===== src/design/kscd_pkg.sv =====
`default_nettype none
// ----------------------------------------------------------------------------
// kscd_pkg: keyboard scan code decoder shared definitions
// Scan codes, operation classes, action codes and the set-1 character tables.
// ----------------------------------------------------------------------------
package kscd_pkg;

  localparam int DEFAULT_CMD_QUEUE_DEPTH = 32;
  localparam int DEFAULT_LINE_COLUMNS    = 15;

  localparam logic [7:0] LED_COMMAND    = 8'hED;
  localparam logic [7:0] KEY_BACKSPACE  = 8'h0E;
  localparam logic [7:0] KEY_TAB        = 8'h0F;
  localparam logic [7:0] KEY_ENTER      = 8'h1C;
  localparam logic [7:0] KEY_LSHIFT_ON  = 8'h2A;
  localparam logic [7:0] KEY_RSHIFT_ON  = 8'h36;
  localparam logic [7:0] KEY_LSHIFT_OFF = 8'hAA;
  localparam logic [7:0] KEY_RSHIFT_OFF = 8'hB6;
  localparam logic [7:0] KEY_CAPS       = 8'h3A;
  localparam logic [7:0] KEY_NUM        = 8'h45;
  localparam logic [7:0] KEY_SCROLL     = 8'h46;
  localparam logic [7:0] REPLY_ACK      = 8'hFA;
  localparam logic [7:0] REPLY_RESEND   = 8'hFE;

  localparam logic [2:0] LED_SCROLL_BIT = 3'b001;
  localparam logic [2:0] LED_NUM_BIT    = 3'b010;
  localparam logic [2:0] LED_CAPS_BIT   = 3'b100;

  typedef enum logic [3:0] {
    OP_OTHER,
    OP_BACKSPACE,
    OP_ENTER,
    OP_TAB,
    OP_LSHIFT_ON,
    OP_RSHIFT_ON,
    OP_LSHIFT_OFF,
    OP_RSHIFT_OFF,
    OP_CAPS,
    OP_NUM,
    OP_SCROLL,
    OP_ACK,
    OP_RESEND
  } op_kind_e;

  typedef enum logic [2:0] {
    ACT_NONE,
    ACT_WIN_CHAR,
    ACT_WIN_BS,
    ACT_CON_CHAR,
    ACT_CON_BS,
    ACT_CON_ENTER,
    ACT_FOCUS_CON,
    ACT_FOCUS_WIN
  } action_e;

  typedef enum logic [1:0] {
    SRC_NONE,
    SRC_RESEND,
    SRC_IMM,
    SRC_RAM
  } send_src_e;

  typedef struct packed {
    op_kind_e   kind;
    logic [6:0] plain_char;
    logic [6:0] shift_char;
  } op_t;

  function automatic logic [6:0] plain_char_lookup(input logic [6:0] code);
    logic [6:0] c;
    case (code)
      7'h02: c = 7'h31;
      7'h03: c = 7'h32;
      7'h04: c = 7'h33;
      7'h05: c = 7'h34;
      7'h06: c = 7'h35;
      7'h07: c = 7'h36;
      7'h08: c = 7'h37;
      7'h09: c = 7'h38;
      7'h0A: c = 7'h39;
      7'h0B: c = 7'h30;
      7'h0C: c = 7'h2D;
      7'h0D: c = 7'h5E;
      7'h10: c = 7'h51;
      7'h11: c = 7'h57;
      7'h12: c = 7'h45;
      7'h13: c = 7'h52;
      7'h14: c = 7'h54;
      7'h15: c = 7'h59;
      7'h16: c = 7'h55;
      7'h17: c = 7'h49;
      7'h18: c = 7'h4F;
      7'h19: c = 7'h50;
      7'h1A: c = 7'h40;
      7'h1B: c = 7'h5B;
      7'h1E: c = 7'h41;
      7'h1F: c = 7'h53;
      7'h20: c = 7'h44;
      7'h21: c = 7'h46;
      7'h22: c = 7'h47;
      7'h23: c = 7'h48;
      7'h24: c = 7'h4A;
      7'h25: c = 7'h4B;
      7'h26: c = 7'h4C;
      7'h27: c = 7'h3B;
      7'h28: c = 7'h3A;
      7'h2B: c = 7'h5D;
      7'h2C: c = 7'h5A;
      7'h2D: c = 7'h58;
      7'h2E: c = 7'h43;
      7'h2F: c = 7'h56;
      7'h30: c = 7'h42;
      7'h31: c = 7'h4E;
      7'h32: c = 7'h4D;
      7'h33: c = 7'h2C;
      7'h34: c = 7'h2E;
      7'h35: c = 7'h2F;
      7'h37: c = 7'h2A;
      7'h39: c = 7'h20;
      7'h47: c = 7'h37;
      7'h48: c = 7'h38;
      7'h49: c = 7'h39;
      7'h4A: c = 7'h2D;
      7'h4B: c = 7'h34;
      7'h4C: c = 7'h35;
      7'h4D: c = 7'h36;
      7'h4E: c = 7'h2B;
      7'h4F: c = 7'h31;
      7'h50: c = 7'h32;
      7'h51: c = 7'h33;
      7'h52: c = 7'h30;
      7'h53: c = 7'h2E;
      default: c = 7'h00;
    endcase
    return c;
  endfunction

  function automatic logic [6:0] shift_char_lookup(input logic [6:0] code);
    logic [6:0] c;
    case (code)
      7'h02: c = 7'h21;
      7'h03: c = 7'h22;
      7'h04: c = 7'h23;
      7'h05: c = 7'h24;
      7'h06: c = 7'h25;
      7'h07: c = 7'h26;
      7'h08: c = 7'h27;
      7'h09: c = 7'h28;
      7'h0A: c = 7'h29;
      7'h0B: c = 7'h7E;
      7'h0C: c = 7'h3D;
      7'h0D: c = 7'h7E;
      7'h1A: c = 7'h60;
      7'h1B: c = 7'h7B;
      7'h27: c = 7'h2B;
      7'h28: c = 7'h2A;
      7'h2B: c = 7'h7D;
      7'h33: c = 7'h3C;
      7'h34: c = 7'h3E;
      7'h35: c = 7'h3F;
      7'h73: c = 7'h5F;
      7'h7D: c = 7'h7C;
      default: c = plain_char_lookup(code);
    endcase
    return c;
  endfunction

endpackage
`default_nettype wire


===== src/design/kscd_ram.sv =====
`default_nettype none
// ----------------------------------------------------------------------------
// kscd_ram: generic single-port-write RAM
// One write port and one read port, read data registered.
// ----------------------------------------------------------------------------
module kscd_ram #(
  parameter int WIDTH = 8,
  parameter int DEPTH = 16
) (
  input  wire logic                     clk_i,
  input  wire logic                     we_i,
  input  wire logic [$clog2(DEPTH)-1:0] waddr_i,
  input  wire logic [WIDTH-1:0]         wdata_i,
  input  wire logic                     re_i,
  input  wire logic [$clog2(DEPTH)-1:0] raddr_i,
  output logic      [WIDTH-1:0]         rdata_o
);

  logic [WIDTH-1:0] mem_q [DEPTH];
  logic [WIDTH-1:0] rdata_q;

  always_ff @(posedge clk_i) begin
    if (we_i) begin
      mem_q[waddr_i] <= wdata_i;
    end
    if (re_i) begin
      rdata_q <= mem_q[raddr_i];
    end
  end

  assign rdata_o = rdata_q;

endmodule
`default_nettype wire


===== src/design/kscd_front.sv =====
`default_nettype none
// ----------------------------------------------------------------------------
// kscd_front: scan code classifier and operation queue
// Sorts each byte into an operation class, looks up both character tables
// and holds the result in a two-entry queue for the execute side.
// ----------------------------------------------------------------------------
module kscd_front (
  input  wire logic             clk_i,
  input  wire logic             rst_ni,
  input  wire logic             code_valid_i,
  output logic                  code_ready_o,
  input  wire logic [7:0]       code_i,
  output logic                  op_valid_o,
  input  wire logic             op_ready_i,
  output kscd_pkg::op_t         op_o
);
  import kscd_pkg::*;

  op_t        op_new;
  op_t        entry_q [2];
  logic       wr_q, wr_d;
  logic       rd_q, rd_d;
  logic [1:0] cnt_q, cnt_d;
  logic       push, pop;

  always_comb begin
    op_new = '0;
    unique case (code_i)
      KEY_BACKSPACE:  op_new.kind = OP_BACKSPACE;
      KEY_ENTER:      op_new.kind = OP_ENTER;
      KEY_TAB:        op_new.kind = OP_TAB;
      KEY_LSHIFT_ON:  op_new.kind = OP_LSHIFT_ON;
      KEY_RSHIFT_ON:  op_new.kind = OP_RSHIFT_ON;
      KEY_LSHIFT_OFF: op_new.kind = OP_LSHIFT_OFF;
      KEY_RSHIFT_OFF: op_new.kind = OP_RSHIFT_OFF;
      KEY_CAPS:       op_new.kind = OP_CAPS;
      KEY_NUM:        op_new.kind = OP_NUM;
      KEY_SCROLL:     op_new.kind = OP_SCROLL;
      REPLY_ACK:      op_new.kind = OP_ACK;
      REPLY_RESEND:   op_new.kind = OP_RESEND;
      default:        op_new.kind = OP_OTHER;
    endcase
    // release codes have no table entry
    if (!code_i[7]) begin
      op_new.plain_char = plain_char_lookup(code_i[6:0]);
      op_new.shift_char = shift_char_lookup(code_i[6:0]);
    end
  end

  assign code_ready_o = (cnt_q != 2'd2);
  assign op_valid_o   = (cnt_q != 2'd0);
  assign op_o         = entry_q[rd_q];
  assign push         = code_valid_i && code_ready_o;
  assign pop          = op_valid_o && op_ready_i;

  always_comb begin
    wr_d  = push ? ~wr_q : wr_q;
    rd_d  = pop ? ~rd_q : rd_q;
    cnt_d = cnt_q + {1'b0, push} - {1'b0, pop};
  end

  always_ff @(posedge clk_i or negedge rst_ni) begin
    if (!rst_ni) begin
      wr_q  <= 1'b0;
      rd_q  <= 1'b0;
      cnt_q <= 2'd0;
    end else begin
      wr_q  <= wr_d;
      rd_q  <= rd_d;
      cnt_q <= cnt_d;
    end
  end

  always_ff @(posedge clk_i) begin
    if (push) begin
      entry_q[wr_q] <= op_new;
    end
  end

endmodule
`default_nettype wire


===== src/design/kscd_back.sv =====
`default_nettype none
// ----------------------------------------------------------------------------
// kscd_back: keyboard state and LED command queue
// One operation per cycle unless stalled: character translation, window line,
// focus, shift and lock state, command byte queue and result register.
// ----------------------------------------------------------------------------
module kscd_back #(
  parameter int CMD_QUEUE_DEPTH = kscd_pkg::DEFAULT_CMD_QUEUE_DEPTH,
  parameter int LINE_COLUMNS    = kscd_pkg::DEFAULT_LINE_COLUMNS
) (
  input  wire logic             clk_i,
  input  wire logic             rst_ni,
  input  wire logic             op_valid_i,
  output logic                  op_ready_o,
  input  wire kscd_pkg::op_t    op_i,
  input  wire logic             cfg_we_i,
  input  wire logic [2:0]       cfg_leds_i,
  output logic                  res_valid_o,
  input  wire logic             res_ready_i,
  output logic [2:0]            action_o,
  output logic [6:0]            char_code_o,
  output logic [3:0]            window_col_o,
  output logic                  focus_console_o,
  output logic [2:0]            lock_leds_o,
  output logic                  send_valid_o,
  output logic [7:0]            send_byte_o
);
  import kscd_pkg::*;

  localparam int BankDepth = (CMD_QUEUE_DEPTH + 1) / 2;
  localparam int Slots     = 2 * BankDepth;
  localparam int PtrW      = $clog2(Slots);
  localparam int RowW      = PtrW - 1;
  localparam int CntW      = $clog2(CMD_QUEUE_DEPTH + 1);
  localparam int ColW      = $clog2(LINE_COLUMNS + 1);

  typedef struct packed {
    action_e    action;
    logic [6:0] char_code;
    logic [3:0] col;
    logic       focus;
    logic [2:0] leds;
    send_src_e  src;
    logic [7:0] imm;
    logic       bank;
  } res_t;

  function automatic logic [PtrW-1:0] slot_inc(input logic [PtrW-1:0] s);
    logic [PtrW-1:0] r;
    if (s == PtrW'(Slots - 1)) begin
      r = '0;
    end else begin
      r = s + 1'b1;
    end
    return r;
  endfunction

  logic [1:0]      shift_q, shift_d;
  logic [2:0]      led_q, led_d;
  logic            focus_q, focus_d;
  logic [ColW-1:0] col_q, col_d;
  logic            ack_q, ack_d;
  logic            started_q;
  logic [1:0]      pre_cnt_q, pre_cnt_d;
  logic [2:0]      pre_led_q;
  logic [CntW-1:0] ram_cnt_q, ram_cnt_d;
  logic [PtrW-1:0] wr_q, wr_d;
  logic [PtrW-1:0] rd_q, rd_d;
  logic            b_valid_q;
  res_t            b_q, b_d;
  logic [7:0]      await_q;

  logic            exec;
  logic            shifted;
  logic [6:0]      ch;
  logic            ack_mid;
  logic            lock;
  logic [CntW-1:0] total;
  logic [CntW:0]   total_p1;
  logic            push1, push2;
  logic [CntW-1:0] ram_after;
  logic            pop;
  logic [PtrW-1:0] w1, w2, w3;
  logic [ColW+3:0] col_ext;
  logic            use1_b0, use1_b1;
  logic            we0, we1, re0, re1;
  logic [RowW-1:0] waddr0, waddr1;
  logic [7:0]      wdata0, wdata1;
  logic [7:0]      rdata0, rdata1;
  logic            fire;

  assign op_ready_o = !b_valid_q || res_ready_i;
  assign exec       = op_valid_i && op_ready_o;
  assign fire       = b_valid_q && res_ready_i;

  always_comb begin
    shift_d   = shift_q;
    led_d     = led_q;
    focus_d   = focus_q;
    col_d     = col_q;
    ack_mid   = ack_q;
    lock      = 1'b0;
    b_d       = '0;
    b_d.action = ACT_NONE;
    b_d.src    = SRC_NONE;

    shifted = (shift_q != 2'b00);
    ch      = shifted ? op_i.shift_char : op_i.plain_char;
    if (ch >= 7'h41 && ch <= 7'h5A && led_q[2] == shifted) begin
      ch = ch | 7'h20;
    end

    if (ch != 7'h00) begin
      if (!focus_q) begin
        if (col_q < ColW'(LINE_COLUMNS)) begin
          col_d        = col_q + 1'b1;
          b_d.action    = ACT_WIN_CHAR;
          b_d.char_code = ch;
        end
      end else begin
        b_d.action    = ACT_CON_CHAR;
        b_d.char_code = ch;
      end
    end

    case (op_i.kind)
      OP_BACKSPACE: begin
        if (!focus_q) begin
          if (col_q != '0) begin
            col_d     = col_q - 1'b1;
            b_d.action = ACT_WIN_BS;
          end
        end else begin
          b_d.action = ACT_CON_BS;
        end
      end
      OP_ENTER: begin
        if (focus_q) begin
          b_d.action = ACT_CON_ENTER;
        end
      end
      OP_TAB: begin
        focus_d   = !focus_q;
        b_d.action = focus_d ? ACT_FOCUS_CON : ACT_FOCUS_WIN;
      end
      OP_LSHIFT_ON:  shift_d[0] = 1'b1;
      OP_RSHIFT_ON:  shift_d[1] = 1'b1;
      OP_LSHIFT_OFF: shift_d[0] = 1'b0;
      OP_RSHIFT_OFF: shift_d[1] = 1'b0;
      OP_CAPS: begin
        led_d = led_q ^ LED_CAPS_BIT;
        lock  = 1'b1;
      end
      OP_NUM: begin
        led_d = led_q ^ LED_NUM_BIT;
        lock  = 1'b1;
      end
      OP_SCROLL: begin
        led_d = led_q ^ LED_SCROLL_BIT;
        lock  = 1'b1;
      end
      OP_ACK: ack_mid = 1'b0;
      OP_RESEND: begin
        if (ack_q) begin
          b_d.src = SRC_RESEND;
        end
      end
      default: ;
    endcase

    // command byte queue: preloaded reset bytes ahead of the ram contents
    total     = CntW'(pre_cnt_q) + ram_cnt_q;
    total_p1  = {1'b0, total} + (CntW + 1)'(1);
    push1     = lock && (total < CntW'(CMD_QUEUE_DEPTH));
    push2     = lock && (total_p1 < (CntW + 1)'(CMD_QUEUE_DEPTH));
    ram_after = ram_cnt_q + CntW'(push1) + CntW'(push2);
    pop       = !ack_mid && ((pre_cnt_q != 2'd0) || (ram_after != '0));

    w1   = wr_q;
    w2   = slot_inc(w1);
    w3   = slot_inc(w2);
    wr_d = push2 ? w3 : (push1 ? w2 : w1);

    ack_d     = ack_mid;
    pre_cnt_d = pre_cnt_q;
    ram_cnt_d = ram_after;
    rd_d      = rd_q;
    if (pop) begin
      ack_d = 1'b1;
      if (pre_cnt_q != 2'd0) begin
        pre_cnt_d = pre_cnt_q - 2'd1;
        b_d.src   = SRC_IMM;
        b_d.imm   = (pre_cnt_q == 2'd2) ? LED_COMMAND : {5'b0, pre_led_q};
      end else begin
        ram_cnt_d = ram_after - 1'b1;
        rd_d      = slot_inc(rd_q);
        if (ram_cnt_q == '0) begin
          // head is the command byte written in this same cycle
          b_d.src = SRC_IMM;
          b_d.imm = LED_COMMAND;
        end else begin
          b_d.src = SRC_RAM;
        end
      end
    end

    col_ext   = {4'b0, col_d};
    b_d.col   = col_ext[3:0];
    b_d.focus = focus_d;
    b_d.leds  = led_d;
    b_d.bank  = rd_q[0];
  end

  always_comb begin
    use1_b0 = push1 && !w1[0];
    use1_b1 = push1 && w1[0];
    we0     = exec && (use1_b0 || (push2 && !w2[0]));
    we1     = exec && (use1_b1 || (push2 && w2[0]));
    waddr0  = use1_b0 ? w1[PtrW-1:1] : w2[PtrW-1:1];
    waddr1  = use1_b1 ? w1[PtrW-1:1] : w2[PtrW-1:1];
    wdata0  = use1_b0 ? LED_COMMAND : {5'b0, led_d};
    wdata1  = use1_b1 ? LED_COMMAND : {5'b0, led_d};
    re0     = exec && pop && (b_d.src == SRC_RAM) && !rd_q[0];
    re1     = exec && pop && (b_d.src == SRC_RAM) && rd_q[0];
  end

  kscd_ram #(
    .WIDTH(8),
    .DEPTH(BankDepth)
  ) u_bank0 (
    .clk_i  (clk_i),
    .we_i   (we0),
    .waddr_i(waddr0),
    .wdata_i(wdata0),
    .re_i   (re0),
    .raddr_i(rd_q[PtrW-1:1]),
    .rdata_o(rdata0)
  );

  kscd_ram #(
    .WIDTH(8),
    .DEPTH(BankDepth)
  ) u_bank1 (
    .clk_i  (clk_i),
    .we_i   (we1),
    .waddr_i(waddr1),
    .wdata_i(wdata1),
    .re_i   (re1),
    .raddr_i(rd_q[PtrW-1:1]),
    .rdata_o(rdata1)
  );

  always_ff @(posedge clk_i or negedge rst_ni) begin
    if (!rst_ni) begin
      shift_q   <= 2'b00;
      led_q     <= 3'b000;
      focus_q   <= 1'b0;
      col_q     <= '0;
      ack_q     <= 1'b0;
      started_q <= 1'b0;
      pre_cnt_q <= 2'd2;
      pre_led_q <= 3'b000;
      ram_cnt_q <= '0;
      wr_q      <= '0;
      rd_q      <= '0;
      b_valid_q <= 1'b0;
    end else begin
      if (exec) begin
        shift_q   <= shift_d;
        led_q     <= led_d;
        focus_q   <= focus_d;
        col_q     <= col_d;
        ack_q     <= ack_d;
        started_q <= 1'b1;
        pre_cnt_q <= pre_cnt_d;
        ram_cnt_q <= ram_cnt_d;
        wr_q      <= wr_d;
        rd_q      <= rd_d;
        b_valid_q <= 1'b1;
      end else begin
        if (cfg_we_i && !started_q) begin
          led_q     <= cfg_leds_i;
          pre_led_q <= cfg_leds_i;
        end
        if (fire) begin
          b_valid_q <= 1'b0;
        end
      end
    end
  end

  always_ff @(posedge clk_i) begin
    if (exec) begin
      b_q <= b_d;
    end
    if (fire && (b_q.src == SRC_IMM || b_q.src == SRC_RAM)) begin
      await_q <= send_byte_o;
    end
  end

  always_comb begin
    unique case (b_q.src)
      SRC_NONE:   send_byte_o = 8'h00;
      SRC_RESEND: send_byte_o = await_q;
      SRC_IMM:    send_byte_o = b_q.imm;
      SRC_RAM:    send_byte_o = b_q.bank ? rdata1 : rdata0;
      default:    send_byte_o = 8'h00;
    endcase
  end

  assign res_valid_o     = b_valid_q;
  assign action_o        = b_q.action;
  assign char_code_o     = b_q.char_code;
  assign window_col_o    = b_q.col;
  assign focus_console_o = b_q.focus;
  assign lock_leds_o     = b_q.leds;
  assign send_valid_o    = (b_q.src != SRC_NONE);

`ifndef NO_ASSERTIONS
  a_queue_bound: assert property (@(posedge clk_i) disable iff (!rst_ni)
    total <= CntW'(CMD_QUEUE_DEPTH))
    else $error("command queue holds more bytes than its depth");

  a_idle_drained: assert property (@(posedge clk_i) disable iff (!rst_ni)
    started_q && !ack_q |-> total == '0)
    else $error("queued byte left unsent with no byte awaiting ack");

  a_preload_count: assert property (@(posedge clk_i) disable iff (!rst_ni)
    pre_cnt_q != 2'd3)
    else $error("preload count out of range");

  a_preload_drain: assert property (@(posedge clk_i) disable iff (!rst_ni)
    pre_cnt_q != $past(pre_cnt_q) |-> pre_cnt_q == $past(pre_cnt_q) - 2'd1)
    else $error("preload count moved other than by one pop");
`endif

endmodule
`default_nettype wire


===== src/design/keyboard_scan_code_decoder.sv =====
// Path: a scan code is held in the operation queue, then executed into the
// result register, where its result waits to be accepted.
// Throughput: one scan code per cycle while results are accepted;
// the two-entry operation queue and the result register keep both sides apart.
// Reset: keyboard state cleared, LED bits and queue preload follow the
// initial_leds register until the first scan code; no clearing pass.
`default_nettype none
// ----------------------------------------------------------------------------
// keyboard_scan_code_decoder: set-1 scan code decoder with LED command queue
// Translates keyboard bytes to key actions and sends queued LED commands.
// ----------------------------------------------------------------------------
module keyboard_scan_code_decoder #(
  parameter int CMD_QUEUE_DEPTH = kscd_pkg::DEFAULT_CMD_QUEUE_DEPTH,
  parameter int LINE_COLUMNS    = kscd_pkg::DEFAULT_LINE_COLUMNS
) (
  input  wire logic       clk_i,
  input  wire logic       rst_ni,
  input  wire logic       scan_code_valid_i,
  output logic            scan_code_ready_o,
  input  wire logic [7:0] scan_code_i,
  input  wire logic       initial_leds_we_i,
  input  wire logic [2:0] initial_leds_i,
  output logic            result_valid_o,
  input  wire logic       result_ready_i,
  output logic [2:0]      action_o,
  output logic [6:0]      char_code_o,
  output logic [3:0]      window_col_o,
  output logic            focus_console_o,
  output logic [2:0]      lock_leds_o,
  output logic            send_valid_o,
  output logic [7:0]      send_byte_o
);
  import kscd_pkg::*;

  logic op_valid;
  logic op_ready;
  op_t  op;

  kscd_front u_front (
    .clk_i       (clk_i),
    .rst_ni      (rst_ni),
    .code_valid_i(scan_code_valid_i),
    .code_ready_o(scan_code_ready_o),
    .code_i      (scan_code_i),
    .op_valid_o  (op_valid),
    .op_ready_i  (op_ready),
    .op_o        (op)
  );

  kscd_back #(
    .CMD_QUEUE_DEPTH(CMD_QUEUE_DEPTH),
    .LINE_COLUMNS   (LINE_COLUMNS)
  ) u_back (
    .clk_i          (clk_i),
    .rst_ni         (rst_ni),
    .op_valid_i     (op_valid),
    .op_ready_o     (op_ready),
    .op_i           (op),
    .cfg_we_i       (initial_leds_we_i),
    .cfg_leds_i     (initial_leds_i),
    .res_valid_o    (result_valid_o),
    .res_ready_i    (result_ready_i),
    .action_o       (action_o),
    .char_code_o    (char_code_o),
    .window_col_o   (window_col_o),
    .focus_console_o(focus_console_o),
    .lock_leds_o    (lock_leds_o),
    .send_valid_o   (send_valid_o),
    .send_byte_o    (send_byte_o)
  );

endmodule
`default_nettype wire


===== config.mk =====
export PLATFORM = sky130hd
export DESIGN_NAME = keyboard_scan_code_decoder
export DESIGN_NICKNAME = d
export VERILOG_FILES = /design/src/design/kscd_pkg.sv /design/src/design/kscd_ram.sv /design/src/design/kscd_front.sv /design/src/design/kscd_back.sv /design/src/design/keyboard_scan_code_decoder.sv
export SDC_FILE = /design/constraint.sdc
export NUM_CORES = 1
export LEC_CHECK = 0
export ABC_CLOCK_PERIOD_IN_PS = 12510
export BUFFER_PORTS_ARGS = -buffer_cell sky130_fd_sc_hd__buf_4
export CORE_MARGIN = 2
export CORE_UTILIZATION = 45
export CTS_CLUSTER_DIAMETER = 50
export DETAILED_ROUTE_END_ITERATION = 8
export PLACE_DENSITY = 0.6
export RECOVER_POWER = 50
export SYNTH_ARGS = -nofsm -noshare
export SYNTH_HDL_FRONTEND = slang
export SYNTH_SLANG_ARGS = --single-unit

===== constraint.sdc =====
create_clock -name clk_i -period 12.51 [get_ports clk_i]
set_input_delay 1.8765 -clock clk_i [delete_from_list [all_inputs] [get_ports clk_i]]
set_output_delay 1.8765 -clock clk_i [all_outputs]
set_load 0.05 [all_outputs]

==> flow_summary_export.csv <==
group,metric,value,unit
clocking,root_buffer,"clkbuf_16",
floorplan,core-area,0.0285,mm^2
synth,yosys.area_share.adder,0.0302,
clocking,cts_setup_buffers,0,
critical_path,worstPathMaxFanout,46,
status,violations,"max-capacitance violations, max-slew violations",
global_routing,antenna_found_initial,0,
route,via_count,8522,
power,leakagePower,4.90,nW
floorplan,die-width,174,um
critical_path,end_kind,"flop",
timing,relSlewSlack,-0.933,
power,peakVddDrop,0.0000905,V
worst_hold_path,min_from,"u_back.started_q",
clocking,ctsResizeCount,0,
synth,synth-seq-cells,243,
critical_path,critPathSlowestCell,"clkbuf_1",
synth,netlist_instances,1048,
route,routed_wl,28400,um
floorplan,die_h,174,um
synth,syn_area,0.0129,mm^2
timing,period_needed,5380,ps
global_routing,grt_first_pass_wirelength,45800,um
final_layout,n_fill_cell,2577,
synth,synth_top_family_by_area,"simple AND/OR/NAND/NOR gates",
synth,synthMuxAreaShare,0.115,
global_routing,gr-usage-all-layers,0.188,
critical_path,critPathMostFrequentCell,"clkbuf_1",
final_layout,final_cell_mix,"edfxtp_1, nor2_1, nand2_1",
critical_path,startpoint,"result_ready_i",
route,wl_per_cell,19.6,um
route,postRouteAntennaNets,0,
route,remaining_drc_errors,0,
route,first_iter_violations,981,
final_layout,multi_input_area,0.00524,mm^2
worst_hold_path,worstHoldEndpoint,"u_back.started_q",
critical_path,worst-path-buf-inv,4,
clocking,clk_pin_slew,60,ps
final_layout,drive_above_1_share,0.143,
route,viasPerCell,5.88,
route,dr.pass1.iters,6,
clocking,clk_path_buf_depth,3,
synth,synth-warning-count,0,
synth,ys_seq_area_frac,0.549,
timing,fin_crit_sh,0.430,
timing,final-max-slew-violation-count,122,
final_layout,post-route-util,0.492,
placed_design,dp_hpwl,19300,um
synth,async_flop_share,0.156,
timing,worstMarginPinSlew,2900,ps
clocking,cts.sinks,243,
critical_path,crit_path_max_incr_delay,1650,ps
synth,yosys_most_used_dff,"edfxtp_1",
floorplan,io_pins,45,
floorplan,rows,62,
critical_path,critical_path_class,"in2reg",
floorplan,die-area,0.0301,mm^2
critical_path,worstPathArrival,5560,ps
critical_path,critPathTopFamily,"buffers and inverters",
synth,synth_edf_count,205,
timing,fin_setup_tns,0,ps
placed_design,portBuffers,44,
timing,fin_worst_skew,39.9,ps
critical_path,r2r_end,"u_back.u_bank0.rdata_o[6]",
clocking,ctsHtreeMaxLevel,1,
final_layout,nets,1091,
synth,syn_nets,1094,
synth,avgSynthCellArea,12.3,um^2
final_layout,final_common_cell,"edfxtp_1",
timing,hold_viol,0,
timing,max_freq,186,MHz
synth,synth_compound_area_frac,0.115,
global_routing,grt_pass1_vias,8087,
power,power,3.06,mW
timing,hold_ws,471,ps
status,outcome,"finished, violations left",
critical_path,reg2reg_from,"u_front.rd_q",
timing,rsz0062_at_grt,"no",
placed_design,gp_congestion,0.873,
timing,finalSetupViolations,0,
clocking,cts_tree,"done",
critical_path,reg2reg_slack,7780,ps
synth,synth_xor_area_frac,0.0162,
synth,synthSimpleGateAreaFrac,0.131,
final_layout,antenna_cells_inserted,0,
worst_hold_path,hold_depth,1,
critical_path,worstPathRequired,12690,ps
global_routing,grt.overflow.total,0,
final_layout,regArea,0.00711,mm^2
clocking,clk_latency,540,ps
critical_path,cp-start-kind,"input port",
critical_path,crit_chain,"clkbuf_1, nand2b_1, o21ai_0, clkbuf_1, clkinv_1, clkbuf_1, and3_1, o21ai_0, nor2_1",
final_layout,areaGrowthSynthToFinish,8.51,%
global_routing,grt_max_degree,56,
clocking,cts_buffers,26,
clocking,cts-hold-fix-buffers,0,
flow_run,maxCapViolCount,3,
power,power.density,218,mW/mm^2
synth,synth_cell_types,84,
critical_path,r2r_cells,11,
worst_hold_path,holdCritPathClass,"reg2reg",
floorplan,start_util,0.453,
[power by group]
group / switching [mW] / internal [mW]
registers: 0.123 / 1.13
clock network: 0.313 / 0.398
logic: 0.736 / 0.362
[cell usage after synthesis, types with 5 or more instances]
library cell  count  area [um^2]
edfxtp_1        205         6160
nor2_1           95          357
nand2_1          63          236
mux4_2           48         1080
a21oi_1          47          235
o21ai_0          43          215
dfrtp_1          37          926
nor3_1           35          175
inv_1            34          128
clkbuf_1         30          113
ha_1             28          350
mux2i_1          26          260
nor2b_1          24          150
buf_2            22          110
and3_1           21          131
buf_4            20          150
nand3_1          19         95.1
nand2b_1         18          113
o211ai_1         14          105
mux2_2           13          146
xnor2_1          12          105
xor2_1           12          105
a211oi_1         10         75.1
buf_1             9         33.8
a31oi_1           8         50.1
a22oi_1           7         52.6
and2_1            7         43.8
nor4_1            7         43.8
a21o_1            6         45.0
a22o_1            6         52.6
a311oi_1          5         43.8
a31o_2            5         43.8
nand3b_1          5         37.5
nand4_1           5         31.3
[cells by family after synthesis]
logic type | after synthesis
buf+inv | 117
flops | 243
xor+xnor | 24
mux | 87
fa+ha+maj | 30
compound gates | 216
simple gates | 331
[cell type report]
| class | instances | area share |
|---|---|---|
| repair buffers | 52 | 0.0200 |
| clock inverters | 17 | 0.00802 |
| flip-flops and latches | 243 | 0.506 |
| well taps | 384 | 0.0342 |
| multi-input cells | 688 | 0.373 |
| clock buffers | 31 | 0.0492 |
| inverters | 34 | 0.00909 |
[metal layers]
metal / share of wire / track usage / up-vias
met5: 0 / 0 / -
met4: 0.020 / 0.0452 / 0
met3: 0.051 / 0.0197 / 43
met2: 0.47 / 0.298 / 298
met1: 0.46 / 0.282 / 4189
li1: - / - / 3992
[worst max path at each step]
stage	to	slack (ps)	cells after the start
finish	u_back.u_bank0.mem_q[1][6]	7130	9
CTS	u_back.u_bank0.rdata_o[6]	8070	14
global route	u_back.u_bank0.mem_q[1][6]	6720	9
detailed placement	u_back.u_bank0.rdata_o[2]	8090	14
floorplan	u_front.cnt_q[1]	8080	10
global placement	u_back.u_bank0.rdata_o[0]	8130	14
[registers in the layout, summed over array words and instances (netlist names), 4 cells and up]
register                flops
u_back.await_q              8
u_back.u_bank1.mem_q       64
u_back.u_bank0.mem_q       64
u_back.b_q                  7
u_back.char_code_o          7
u_back.w1                   5
u_back.ram_cnt_q            6
u_back.u_bank0.rdata_o      4
u_back.col_q                4
u_back.window_col_o         4
u_front.entry_q            36
u_back.rd_q                 5
u_back.u_bank1.rdata_o      4
[per-stage QoR]
step / instance area [um^2] / std cells / setup WS (ps)
4_1_cts: 14200 / 1449 / 8070
2_1_floorplan: 12900 / 1048 / 8080
6_report: 14000 / 1449 / 7130
5_1_grt: 14000 / 1449 / 6720
3_3_place_gp: 13400 / 1401 / 8130
3_5_place_dp: 13400 / 1401 / 8090
(Power assumes the default switching activity.)
